### src/hdl/nhpc_pkg.sv
package nhpc_pkg;

  localparam int unsigned KEY_W       = 32;
  localparam int unsigned QUEUE_DEPTH = 2;

  localparam logic [31:0] FNV_BASIS = 32'h811C9DC5;
  localparam logic [31:0] FNV_PRIME = 32'h01000193;
  localparam logic [31:0] FMIX_C1   = 32'h85ebca6b;
  localparam logic [31:0] FMIX_C2   = 32'hc2b2ae35;

  localparam logic [2:0] PAL_RESET = 3'd3;
  localparam logic [2:0] PAL_LAST  = 3'd6;

  typedef enum logic [1:0] {
    CMD_ABSORB = 2'd0,
    CMD_FINISH = 2'd1,
    CMD_WINDOW = 2'd2,
    CMD_NOP    = 2'd3
  } cmd_t;

  typedef struct packed {
    logic        valid;
    logic [31:0] key;
  } push_t;

  typedef struct packed {
    logic full;
    logic empty;
  } q_stat_t;

  function automatic logic [2:0] pal_clamp(input logic [2:0] sel);
    pal_clamp = (sel > PAL_LAST) ? PAL_LAST : sel;
  endfunction

  function automatic logic [3:0] pal_len(input logic [2:0] sel);
    case (pal_clamp(sel))
      3'd0:    pal_len = 4'd8;
      3'd1:    pal_len = 4'd6;
      3'd2:    pal_len = 4'd6;
      3'd3:    pal_len = 4'd10;
      3'd4:    pal_len = 4'd8;
      3'd5:    pal_len = 4'd7;
      default: pal_len = 4'd5;
    endcase
  endfunction

  function automatic logic [31:0] pal_color(input logic [2:0] sel, input logic [3:0] idx);
    logic [31:0] c;
    c = 32'h0;
    case ({pal_clamp(sel), idx})
      {3'd0, 4'd0}: c = 32'hffff2d95;
      {3'd0, 4'd1}: c = 32'hff00d9ff;
      {3'd0, 4'd2}: c = 32'hffffd400;
      {3'd0, 4'd3}: c = 32'hff7c3aff;
      {3'd0, 4'd4}: c = 32'hff00e676;
      {3'd0, 4'd5}: c = 32'hffff6b00;
      {3'd0, 4'd6}: c = 32'hffff1744;
      {3'd0, 4'd7}: c = 32'hff00b8d4;
      {3'd1, 4'd0}: c = 32'hfff50057;
      {3'd1, 4'd1}: c = 32'hff00e5ff;
      {3'd1, 4'd2}: c = 32'hffc6ff00;
      {3'd1, 4'd3}: c = 32'hff651fff;
      {3'd1, 4'd4}: c = 32'hff1de9b6;
      {3'd1, 4'd5}: c = 32'hffff9100;
      {3'd2, 4'd0}: c = 32'hffe8175d;
      {3'd2, 4'd1}: c = 32'hff0fb9b1;
      {3'd2, 4'd2}: c = 32'hfffec230;
      {3'd2, 4'd3}: c = 32'hff5f27cd;
      {3'd2, 4'd4}: c = 32'hff10ac84;
      {3'd2, 4'd5}: c = 32'hffee5a24;
      {3'd3, 4'd0}: c = 32'hffd1495b;
      {3'd3, 4'd1}: c = 32'hff4e8098;
      {3'd3, 4'd2}: c = 32'hffedae49;
      {3'd3, 4'd3}: c = 32'hff7c9885;
      {3'd3, 4'd4}: c = 32'hff9b6a8f;
      {3'd3, 4'd5}: c = 32'hffe8846b;
      {3'd3, 4'd6}: c = 32'hff3f7d6e;
      {3'd3, 4'd7}: c = 32'hffc46a4e;
      {3'd3, 4'd8}: c = 32'hff6d7ba8;
      {3'd3, 4'd9}: c = 32'hffb8935f;
      {3'd4, 4'd0}: c = 32'hfff08ca4;
      {3'd4, 4'd1}: c = 32'hff7fc6c4;
      {3'd4, 4'd2}: c = 32'hffffc978;
      {3'd4, 4'd3}: c = 32'hffb08ed4;
      {3'd4, 4'd4}: c = 32'hff8fce90;
      {3'd4, 4'd5}: c = 32'hffff9f7a;
      {3'd4, 4'd6}: c = 32'hff8ab6f0;
      {3'd4, 4'd7}: c = 32'hffe5a3d0;
      {3'd5, 4'd0}: c = 32'hff4a6b52;
      {3'd5, 4'd1}: c = 32'hff7d8f5c;
      {3'd5, 4'd2}: c = 32'hff3f6b6e;
      {3'd5, 4'd3}: c = 32'hff8a7248;
      {3'd5, 4'd4}: c = 32'hff5c6b8a;
      {3'd5, 4'd5}: c = 32'hff6b5344;
      {3'd5, 4'd6}: c = 32'hff2f5e4a;
      {3'd6, 4'd0}: c = 32'hff9aa0a6;
      {3'd6, 4'd1}: c = 32'hff7c8288;
      {3'd6, 4'd2}: c = 32'hffb4bac0;
      {3'd6, 4'd3}: c = 32'hff686e74;
      {3'd6, 4'd4}: c = 32'hff8d939a;
      default:      c = 32'h0;
    endcase
    pal_color = c;
  endfunction

endpackage

### src/hdl/nhpc_front.sv
module nhpc_front (
  input  logic             clk,
  input  logic             rst_n,
  input  logic             in_valid,
  output logic             in_stall,
  input  logic [1:0]       in_cmd,
  input  logic [7:0]       in_name_byte,
  input  logic [31:0]      in_window_id,
  input  nhpc_pkg::q_stat_t q_stat,
  output nhpc_pkg::push_t  push
);
  import nhpc_pkg::*;

  logic [31:0] hash_r, hash_nxt;
  logic        accept;
  logic [7:0]  lc;
  logic [31:0] mixed;

  assign in_stall = q_stat.full;
  assign accept   = in_valid && !q_stat.full;

  // fold A-Z to lower case
  assign lc    = (in_name_byte >= 8'h41 && in_name_byte <= 8'h5a) ?
                 in_name_byte + 8'h20 : in_name_byte;
  assign mixed = (hash_r ^ {24'h0, lc}) * FNV_PRIME;

  always_comb begin
    hash_nxt   = hash_r;
    push.valid = 1'b0;
    push.key   = hash_r;
    if (accept) begin
      case (cmd_t'(in_cmd))
        CMD_ABSORB: begin
          if (in_name_byte != 8'h00) hash_nxt = mixed;
        end
        CMD_FINISH: begin
          push.valid = 1'b1;
          hash_nxt   = FNV_BASIS;
        end
        CMD_WINDOW: begin
          push.valid = 1'b1;
          push.key   = in_window_id;
        end
        default: begin
          hash_nxt = hash_r;
        end
      endcase
    end
  end

  always_ff @(posedge clk) begin
    if (!rst_n) begin
      hash_r <= FNV_BASIS;
    end else begin
      hash_r <= hash_nxt;
    end
  end

endmodule

### src/hdl/nhpc_queue.sv
module nhpc_queue #(
  parameter int unsigned DEPTH = nhpc_pkg::QUEUE_DEPTH
) (
  input  logic              clk,
  input  logic              rst_n,
  input  nhpc_pkg::push_t   push,
  input  logic              pop,
  output nhpc_pkg::q_stat_t q_stat,
  output logic [31:0]       head_key
);
  import nhpc_pkg::*;

  localparam int unsigned PW = (DEPTH > 1) ? $clog2(DEPTH) : 1;
  localparam int unsigned CW = $clog2(DEPTH + 1);
  localparam logic [PW-1:0] PTR_LAST = PW'(DEPTH - 1);
  localparam logic [CW-1:0] CNT_FULL = CW'(DEPTH);

  logic [31:0]   mem [DEPTH];
  logic [31:0]   head_r;
  logic [PW-1:0] wr_ptr_r, wr_ptr_nxt, rd_ptr_r, rd_ptr_nxt;
  logic [CW-1:0] cnt_r, cnt_nxt;
  logic          do_push, do_pop;

  assign q_stat.full  = (cnt_r == CNT_FULL);
  assign q_stat.empty = (cnt_r == '0);
  assign do_push      = push.valid && !q_stat.full;
  assign do_pop       = pop && !q_stat.empty;
  assign head_key     = head_r;

  always_comb begin
    wr_ptr_nxt = wr_ptr_r;
    rd_ptr_nxt = rd_ptr_r;
    cnt_nxt    = cnt_r;
    if (do_push) wr_ptr_nxt = (wr_ptr_r == PTR_LAST) ? '0 : wr_ptr_r + 1'b1;
    if (do_pop)  rd_ptr_nxt = (rd_ptr_r == PTR_LAST) ? '0 : rd_ptr_r + 1'b1;
    if (do_push && !do_pop)      cnt_nxt = cnt_r + 1'b1;
    else if (do_pop && !do_push) cnt_nxt = cnt_r - 1'b1;
  end

  // head register follows the next read slot; forward a transaction landing there
  always_ff @(posedge clk) begin
    if (do_push) mem[wr_ptr_r] <= push.key;
    if (do_push && (wr_ptr_r == rd_ptr_nxt)) head_r <= push.key;
    else head_r <= mem[rd_ptr_nxt];
  end

  always_ff @(posedge clk) begin
    if (!rst_n) begin
      wr_ptr_r <= '0;
      rd_ptr_r <= '0;
      cnt_r    <= '0;
    end else begin
      wr_ptr_r <= wr_ptr_nxt;
      rd_ptr_r <= rd_ptr_nxt;
      cnt_r    <= cnt_nxt;
    end
  end

endmodule

### src/hdl/nhpc_back.sv
module nhpc_back (
  input  logic              clk,
  input  logic              rst_n,
  input  nhpc_pkg::q_stat_t q_stat,
  input  logic [31:0]       head_key,
  output logic              pop,
  input  logic [2:0]        pal_sel,
  output logic              out_valid,
  input  logic              out_stall,
  output logic [31:0]       out_color,
  output logic [3:0]        out_palette_index
);
  import nhpc_pkg::*;

  localparam int unsigned STEPS = KEY_W / 2;
  localparam int unsigned SW    = $clog2(STEPS);
  localparam logic [SW-1:0] STEP_LAST = SW'(STEPS - 1);

  typedef enum logic [5:0] {
    S_IDLE = 6'b000001,
    S_MUL1 = 6'b000010,
    S_MUL2 = 6'b000100,
    S_MIX3 = 6'b001000,
    S_MOD  = 6'b010000,
    S_OUT  = 6'b100000
  } state_t;

  state_t        state_r, state_nxt;
  logic [31:0]   x_r, x_nxt;
  logic [3:0]    rem_r, rem_nxt;
  logic [SW-1:0] cnt_r, cnt_nxt;
  logic          out_valid_r, out_valid_nxt;
  logic [31:0]   color_r, color_nxt;
  logic [3:0]    idx_r, idx_nxt;
  logic [3:0]    len;
  logic [5:0]    t0, t1, t2;
  logic [31:0]   x13;
  logic          slot_free;

  assign len       = pal_len(pal_sel);
  assign slot_free = !out_valid_r || !out_stall;
  assign pop       = (state_r == S_IDLE) && !q_stat.empty;
  assign x13       = x_r ^ (x_r >> 13);

  // radix-4 remainder step: rem = (4*rem + digit) mod len
  assign t0 = {rem_r, 2'b00} + {4'h0, x_r[31:30]};
  assign t1 = (t0 >= {1'b0, len, 1'b0}) ? t0 - {1'b0, len, 1'b0} : t0;
  assign t2 = (t1 >= {2'b00, len}) ? t1 - {2'b00, len} : t1;

  always_comb begin
    state_nxt     = state_r;
    x_nxt         = x_r;
    rem_nxt       = rem_r;
    cnt_nxt       = cnt_r;
    out_valid_nxt = out_valid_r && out_stall;
    color_nxt     = color_r;
    idx_nxt       = idx_r;
    case (state_r)
      S_IDLE: begin
        if (!q_stat.empty) begin
          x_nxt     = head_key ^ (head_key >> 16);
          state_nxt = S_MUL1;
        end
      end
      S_MUL1: begin
        x_nxt     = x_r * FMIX_C1;
        state_nxt = S_MUL2;
      end
      S_MUL2: begin
        x_nxt     = x13 * FMIX_C2;
        state_nxt = S_MIX3;
      end
      S_MIX3: begin
        x_nxt     = x_r ^ (x_r >> 16);
        rem_nxt   = '0;
        cnt_nxt   = '0;
        state_nxt = S_MOD;
      end
      S_MOD: begin
        rem_nxt = t2[3:0];
        x_nxt   = {x_r[29:0], 2'b00};
        cnt_nxt = cnt_r + 1'b1;
        if (cnt_r == STEP_LAST) state_nxt = S_OUT;
      end
      S_OUT: begin
        // hold until the output register is free
        if (slot_free) begin
          out_valid_nxt = 1'b1;
          color_nxt     = pal_color(pal_sel, rem_r);
          idx_nxt       = rem_r;
          state_nxt     = S_IDLE;
        end
      end
      default: begin
        state_nxt = S_IDLE;
      end
    endcase
  end

  always_ff @(posedge clk) begin
    if (!rst_n) begin
      state_r     <= S_IDLE;
      out_valid_r <= 1'b0;
    end else begin
      state_r     <= state_nxt;
      out_valid_r <= out_valid_nxt;
    end
  end

  always_ff @(posedge clk) begin
    x_r     <= x_nxt;
    rem_r   <= rem_nxt;
    cnt_r   <= cnt_nxt;
    color_r <= color_nxt;
    idx_r   <= idx_nxt;
  end

  assign out_valid         = out_valid_r;
  assign out_color         = color_r;
  assign out_palette_index = idx_r;

endmodule

### src/hdl/name_hash_palette_color.sv
// Name-hash palette color picker.
// Input channel (in_valid / in_stall): in_cmd selects absorb of in_name_byte
// into the running FNV-1a hash, finish of the name, or a direct lookup for
// in_window_id. Absorb gives no result; finish and window lookup each give one
// transaction on the output channel (out_color, out_palette_index).
// The front absorbs name bytes at one per cycle while in_stall is low and hands
// finished keys to a two-entry queue; in_stall rises only while that queue is full.
// The back takes one key at a time: it picks a key up in S_IDLE with the first
// xor-shift of the murmur3 finalizer, finishes the finalizer in S_MUL1, S_MUL2
// and S_MIX3 (two constant multiplies), takes the radix-4 remainder by the
// palette length in S_MOD, and loads the output register in S_OUT once it is free.
// The palette is chosen by register 0 (palette_select) on the cfg_ APB port.
// Reset returns the hash to the offset basis, palette_select to 3, empties the
// queue and drops any pending result.
// While out_stall is high the result holds on the output; the back then
// waits, the queue fills, and in_stall follows once it is full.
module name_hash_palette_color #(
  parameter int unsigned QUEUE_DEPTH = nhpc_pkg::QUEUE_DEPTH
) (
  input  logic        clk,
  input  logic        rst_n,
  input  logic        in_valid,
  output logic        in_stall,
  input  logic [1:0]  in_cmd,
  input  logic [7:0]  in_name_byte,
  input  logic [31:0] in_window_id,
  output logic        out_valid,
  input  logic        out_stall,
  output logic [31:0] out_color,
  output logic [3:0]  out_palette_index,
  input  logic        cfg_psel,
  input  logic        cfg_penable,
  input  logic        cfg_pwrite,
  input  logic [2:0]  cfg_paddr,
  input  logic [31:0] cfg_pwdata,
  output logic [31:0] cfg_prdata,
  output logic        cfg_pready
);
  import nhpc_pkg::*;

  push_t       push;
  q_stat_t     q_stat;
  logic        pop;
  logic [31:0] head_key;
  logic [2:0]  pal_sel_r, pal_sel_nxt;
  logic        reg0_hit;

  assign cfg_pready = 1'b1;
  assign reg0_hit   = (cfg_paddr[2] == 1'b0);
  assign cfg_prdata = reg0_hit ? {29'h0, pal_sel_r} : 32'h0;

  always_comb begin
    pal_sel_nxt = pal_sel_r;
    if (cfg_psel && cfg_penable && cfg_pwrite && reg0_hit) pal_sel_nxt = cfg_pwdata[2:0];
  end

  always_ff @(posedge clk) begin
    if (!rst_n) begin
      pal_sel_r <= PAL_RESET;
    end else begin
      pal_sel_r <= pal_sel_nxt;
    end
  end

  nhpc_front u_front (
    .clk          (clk),
    .rst_n        (rst_n),
    .in_valid     (in_valid),
    .in_stall     (in_stall),
    .in_cmd       (in_cmd),
    .in_name_byte (in_name_byte),
    .in_window_id (in_window_id),
    .q_stat       (q_stat),
    .push         (push)
  );

  nhpc_queue #(
    .DEPTH (QUEUE_DEPTH)
  ) u_queue (
    .clk      (clk),
    .rst_n    (rst_n),
    .push     (push),
    .pop      (pop),
    .q_stat   (q_stat),
    .head_key (head_key)
  );

  nhpc_back u_back (
    .clk               (clk),
    .rst_n             (rst_n),
    .q_stat            (q_stat),
    .head_key          (head_key),
    .pop               (pop),
    .pal_sel           (pal_sel_r),
    .out_valid         (out_valid),
    .out_stall         (out_stall),
    .out_color         (out_color),
    .out_palette_index (out_palette_index)
  );

endmodule
### config.mk
export PLATFORM = sky130hd
export DESIGN_NAME = name_hash_palette_color
export DESIGN_NICKNAME = d
export VERILOG_FILES = /design/src/hdl/nhpc_pkg.sv /design/src/hdl/nhpc_front.sv /design/src/hdl/nhpc_queue.sv /design/src/hdl/nhpc_back.sv /design/src/hdl/name_hash_palette_color.sv
export SDC_FILE = /design/constraint.sdc
export NUM_CORES = 2
export LEC_CHECK = 0
export BUFFER_PORTS_ARGS = -buffer_cell sky130_fd_sc_hd__buf_2
export CAP_MARGIN = 25
export CORE_ASPECT_RATIO = 1.4
export CORE_MARGIN = 10
export CORE_UTILIZATION = 25
export DETAILED_ROUTE_END_ITERATION = 8
export SETUP_SLACK_MARGIN = 0.1
export SYNTH_ARGS = -nofsm -noshare
export SYNTH_HDL_FRONTEND = slang
export SYNTH_MEMORY_MAX_BITS = 65536
export SYNTH_SLANG_ARGS = --single-unit
### constraint.sdc
create_clock -name clk -period 8.63 [get_ports clk]
set_input_delay 0.863 -clock clk [delete_from_list [all_inputs] [get_ports clk]]
set_output_delay 0.863 -clock clk [all_outputs]
set_load 0.005 [all_outputs]
* After elaboration in Yosys (flattened, before gate mapping)
Memory sizes are Yosys's and may differ from the RTL's. A register that Yosys moved wholly into a read port is not among the register bits. Cells that the tools add are included.
Cells by class: $add $sub $neg 9, multipliers 3, order comparisons 5, reduce and logical (&&, ||, !) cells 33, mux-type cells 28, equality and inequality tests 19, bitwise operators 5
Operators by type and width (count):
- $pmux 32 s5 | 1
- $mux 32 | 3
- $pmux 32 s2 | 1
- $xor 32x16->32 | 2
- $pmux 6 s6 | 1
- $mux 33 | 1
- $mul 32x25->32 const B | 1
- $mul 32x31->32 const B | 1
- $mul 32x32->32 const B | 1
- $xor 32x19->32 | 1
- $xor 32x8->32 | 1
- $mux 6 | 4
- $pmux 4 s2 | 2
- $pmux 4 s4 | 1
- $logic_and 1x1->1 | 11
- $add 8x6->8 const B | 1
- $ge 8x7->1 const B | 1
- $le 8x7->1 const B | 1
- $mux 1 | 8
- $mux 8 | 1
- $reduce_bool 8->1 | 1
- $add 6x2->6 | 1
- $eq 3x2->1 const B | 2
- $eq 3x3->1 const B | 2
- other kinds (34) | 52
Word-level totals: bits in registers 90, memories kept 2, input port bits 84, RAM bits 64, memory bits (read-only) 4096
Memory list:
- (name not given) | depth 128, bits a word 32, rd ports 1, clocked after Yosys merged registers in 1, write ports 0, line nhpc_pkg.sv:50 | case ({pal_clamp(sel), idx})
- u_queue.mem | depth 2, bits a word 32, rd ports 1, clocked after Yosys merged registers in 1, write ports 1, line nhpc_queue.sv:18 | logic [31:0] mem [DEPTH];

* Logic depth before layout (Yosys ltp)
word-level depth 10, gate-level depth with buffers 27, mapped depth without buffers 27

* Modules after synthesis
Synthesis repeated with hierarchy kept, for this count alone.
Unflattened totals: cells, all modules 3467, area, all modules 33709.8 um2
By module, submodules not included:
- nhpc_back | cells an instance 2503, area an instance 23407.4 um2, instances 1
- nhpc_front | cells an instance 791, area an instance 7365.8 um2, instances 1
- nhpc_queue | cells an instance 124, area an instance 2539.9 um2, instances 1
- name_hash_palette_color | cells an instance 49, area an instance 396.6 um2, instances 1

* Worst setup path before layout
No wires, ideal clock.
path kind flip-flop to flip-flop, from reg u_back.x_r[19], to reg u_back.x_r[31] (data pin), stages on the path, launching flop included 25, library setup time 0.274 ns, data arrival time 6.738 ns, required time 8.356 ns, path slack 1.618 ns, clock period less this slack 7.012 ns, path buffers 0, path through edfxtp_1 > xnor2_1 > inv_1 > ha_1 > inv_1 > fa_1 > fa_1 > fa_1 > inv_1 > fa_1 > fa_1 > fa_1 > inv_1 > fa_1 > inv_1 > ha_1 > a21o_1 > a21o_1 > a21o_1 > a21oi_1 > nand3b_1 > o311a_1 > o41ai_2 > xnor2_1 > o2111ai_1
On the way: cells in the longest elaborated chain, start to end 3, elaborated cells on any way between the ends 4, classes of those cells mul: 2; mux: 1; bitwise: 1
RTL lines:
- start: declaration | line nhpc_back.sv:29 | logic [31:0] x_r, x_nxt;
- start signal: assignment | line nhpc_back.sv:111 | x_r <= x_nxt;
- $xor 32x19->32 | line nhpc_back.sv:43 | assign x13 = x_r ^ (x_r >> 13);
- $mul 32x31->32 | line nhpc_back.sv:70 | x_nxt = x13 * FMIX_C2;
- $pmux 32 s5 (*) | line nhpc_back.sv:58 | case (state_r)
- named net u_back.x_nxt[31] | line nhpc_back.sv:29
The timed path passes the listed nets; every way through them passes the cells marked *. A chain may end at the register's enable or synchronous reset.

* Worst setup path after layout
from reg u_back.x_r[8], to reg u_back.x_r[31] (data pin)
Same word-level chain as after synthesis.

==> impl_metrics.ini <==
[floorplanning]
io_pins = 155
die-height_um = 454
core_sq_mm = 0.134
dieArea_sq_mm = 0.150
die_width_um = 330
start_util_pct = 25.1
row_count = 159

[yosys]
synth_top_flop_cell = edfxtp_1
yosys.area.top_type = fa_1
synthDistinctLibCells = 82
synth.avg_cell_area_sq_um = 9.69
synth-seq-cells = 180
netlist_area_sq_mm = 0.0336
synth-seq-area-share_pct = 14.7
async_flop_share_pct = 0
synth_edf_count = 133
synth_top_area_share_pct = 27.9
synth_warnings = 0
synthCells = 3464
ys_top_cells_by_area = fa_1, ha_1, edfxtp_1

[clock_network]
postCtsSetupBuffers = 0
clk_pin_slew_ns = 0.09
cts_buffers = 17
cts_max_level = 4
cts.hold.buffers_added = 0
root_buffer = clkbuf_16
cts.path.max_buffers = 2
cts-resized-gates = 0
cts_tree = done
clk_latency_ns = 0.48
clock-sinks = 180

[detailed_routing]
post-route-drc-count = 0
vias = 24500
wl_mm = 105
routed_via_density = 4.59
drt_iter0_markers = 1697
antenna_left = 0
drtPass1Iterations = 6
avgRoutedWirePerCell_um = 19.7

[worst_setup_path]
cp_slowest_stage_delay_ns = 0.55
startpoint_type = flip-flop
crit_path_frequent_cell = fa_1
crit_fanout = 5
crit_type = reg2reg
required_ns = 8.85
slowest_stage = xnor2_1
endpoint_kind = flip-flop
path_cells = xnor2_1, inv_1, ha_1, ha_1, a21oi_1, fa_1, fa_1, inv_1, fa_1, fa_1, fa_1, inv_1, fa_1, inv_1, ha_1, a21o_1, a21o_1, a21oi_1, nand3b_1, o311a_1, o41ai_2, xnor2_1, o2111ai_1
crit_arrival_ns = 7.96
rrSetupSlack_ns = 0.89

[finish]
nNetsFinal = 4670
syn2layout_area_growth_pct = 10.1
final_layout_size_suffix_gt1_share_pct = 7.35
final_common_cell = inv_1
mostFrequentLayoutCells = inv_1, ha_1, fa_1
final_area_sq_mm = 0.0369
diodes = 0

[global_route]
antenna_found_initial = 1
grt_overflow = 0
grt_pass1_vias = 26400
grt_usage_pct = 14.1
grt_max_degree = 66
grt_pass1_wl_mm = 161

[place]
place_hpwl_mm = 90.5
io_buffers = 93
place_area_sq_mm = 0.0363
gp_congestion = 0.963

[run_status]
status = finished, final reports clean

[timing]
slew_headroom_pct = 30.9
rsz0062_at_grt = no
setup_tns_ns = 0
setup_violations = 0
hold_violations = 0
slew_violations = 0
clock-skew-final_ns = 0.0166
finalCritPeriodShare_pct = 89.7
worst_pin_slew_ns = 1.03
period_needed_ns = 7.74
fmax_mhz = 129

[run]
max-cap-violations = 0

[min_path]
hold_path_class = reg2reg
[layer usage]
metal | track usage [%] | vias to the layer above | wire, um
li1 | - | 11400 | -
met1 | 15.2 | 12100 | 38600
met2 | 26.3 | 725 | 55500
met3 | 1.25 | 260 | 3530
met4 | 9.04 | 0 | 7710
met5 | 0 | - | 0
[stage by stage]
step	hold slack, ns	util (%)	instances	setup slack (ns)
finish	0.462	27.6	5337	0.889
CTS	0.462	27.6	5336	0.914
global placement	0.433	27.2	5304	0.965
detailed placement	0.440	27.2	5304	0.929
floorplan	0.427	-	3492	1.62
global route	0.497	27.6	5337	0.592
[flip-flops by register name (all words and copies together), names as in the netlist, 2 cells and up, named ones only]
name	flops
u_queue.mem	64
u_back.out_color	25
u_back.out_palette_index	4
u_queue.cnt_r	2
u_front.hash_r	32
u_back.state_r	6
u_back.x_r	32
u_back.rem_r	4
u_back.cnt_r	4
pal_sel_r	3
[cells by family (layout without fill, tap and decap cells)]
| kind of cell | Yosys count | after routing | synth area share (%) |
|---|---|---|---|
| and+or+nand+nor | 438 | 438 | 6.13 |
| DFF | 180 | 180 | 14.7 |
| muxes | 56 | 56 | 1.81 |
| xor gates and xnor gates | 247 | 247 | 6.45 |
| adders and majority gates | 1033 | 1033 | 49.0 |
| AOI/OAI and AO/OA | 551 | 551 | 10.8 |
| buffers and inverters | 957 | 1031 | 11.1 |
| other | 2 | 30 | 0.0224 |
[synth_stat cells, types with 32 or more instances]
| cell type | count |
|---|---|
| nand2_1 | 129 |
| inv_1 | 831 |
| o21ai_0 | 116 |
| xnor2_1 | 157 |
| xor2_1 | 90 |
| ha_1 | 566 |
| edfxtp_1 | 133 |
| buf_4 | 37 |
| nor2_1 | 141 |
| fa_1 | 467 |
| a21o_1 | 46 |
| mux2_2 | 38 |
| dfxtp_1 | 47 |
| a21oi_1 | 141 |
| a211oi_1 | 32 |
| clkbuf_1 | 69 |
[critical path, delay by kind of cell, from the launching register on]
kind                     cells  cell delay (ns)
AO/OA/AOI/OAI                7             1.58
AND/OR/NAND/NOR              1             0.14
flip-flops                   1             0.48
XOR/XNOR                     2             0.72
adder cells (fa/ha/maj)      9             4.15
buffers and inverters        4             0.42
[final timing paths]
path                    start             end  cells past startpoint
min          u_queue.rd_ptr_r       flip-flop                      1
max reg2reg     u_back.x_r[8]  u_back.x_r[31]                     23
min reg2reg  u_queue.rd_ptr_r       flip-flop                      1
max             u_back.x_r[8]  u_back.x_r[31]                     23
[final cells by class]
type                    count  area (sq um)
clock buffers              17           425
clock inverters            15           191
fillers                 14300         96700
inverters                 834          3130
multi-input cells        2355         25000
flip-flops and latches    180          4940
well taps                1771          2220
repair buffers            165          1020
Power is left out: the tool's default activity adds up to more than one toggle a clock period on the data nets, which glitch-free logic cannot reach.
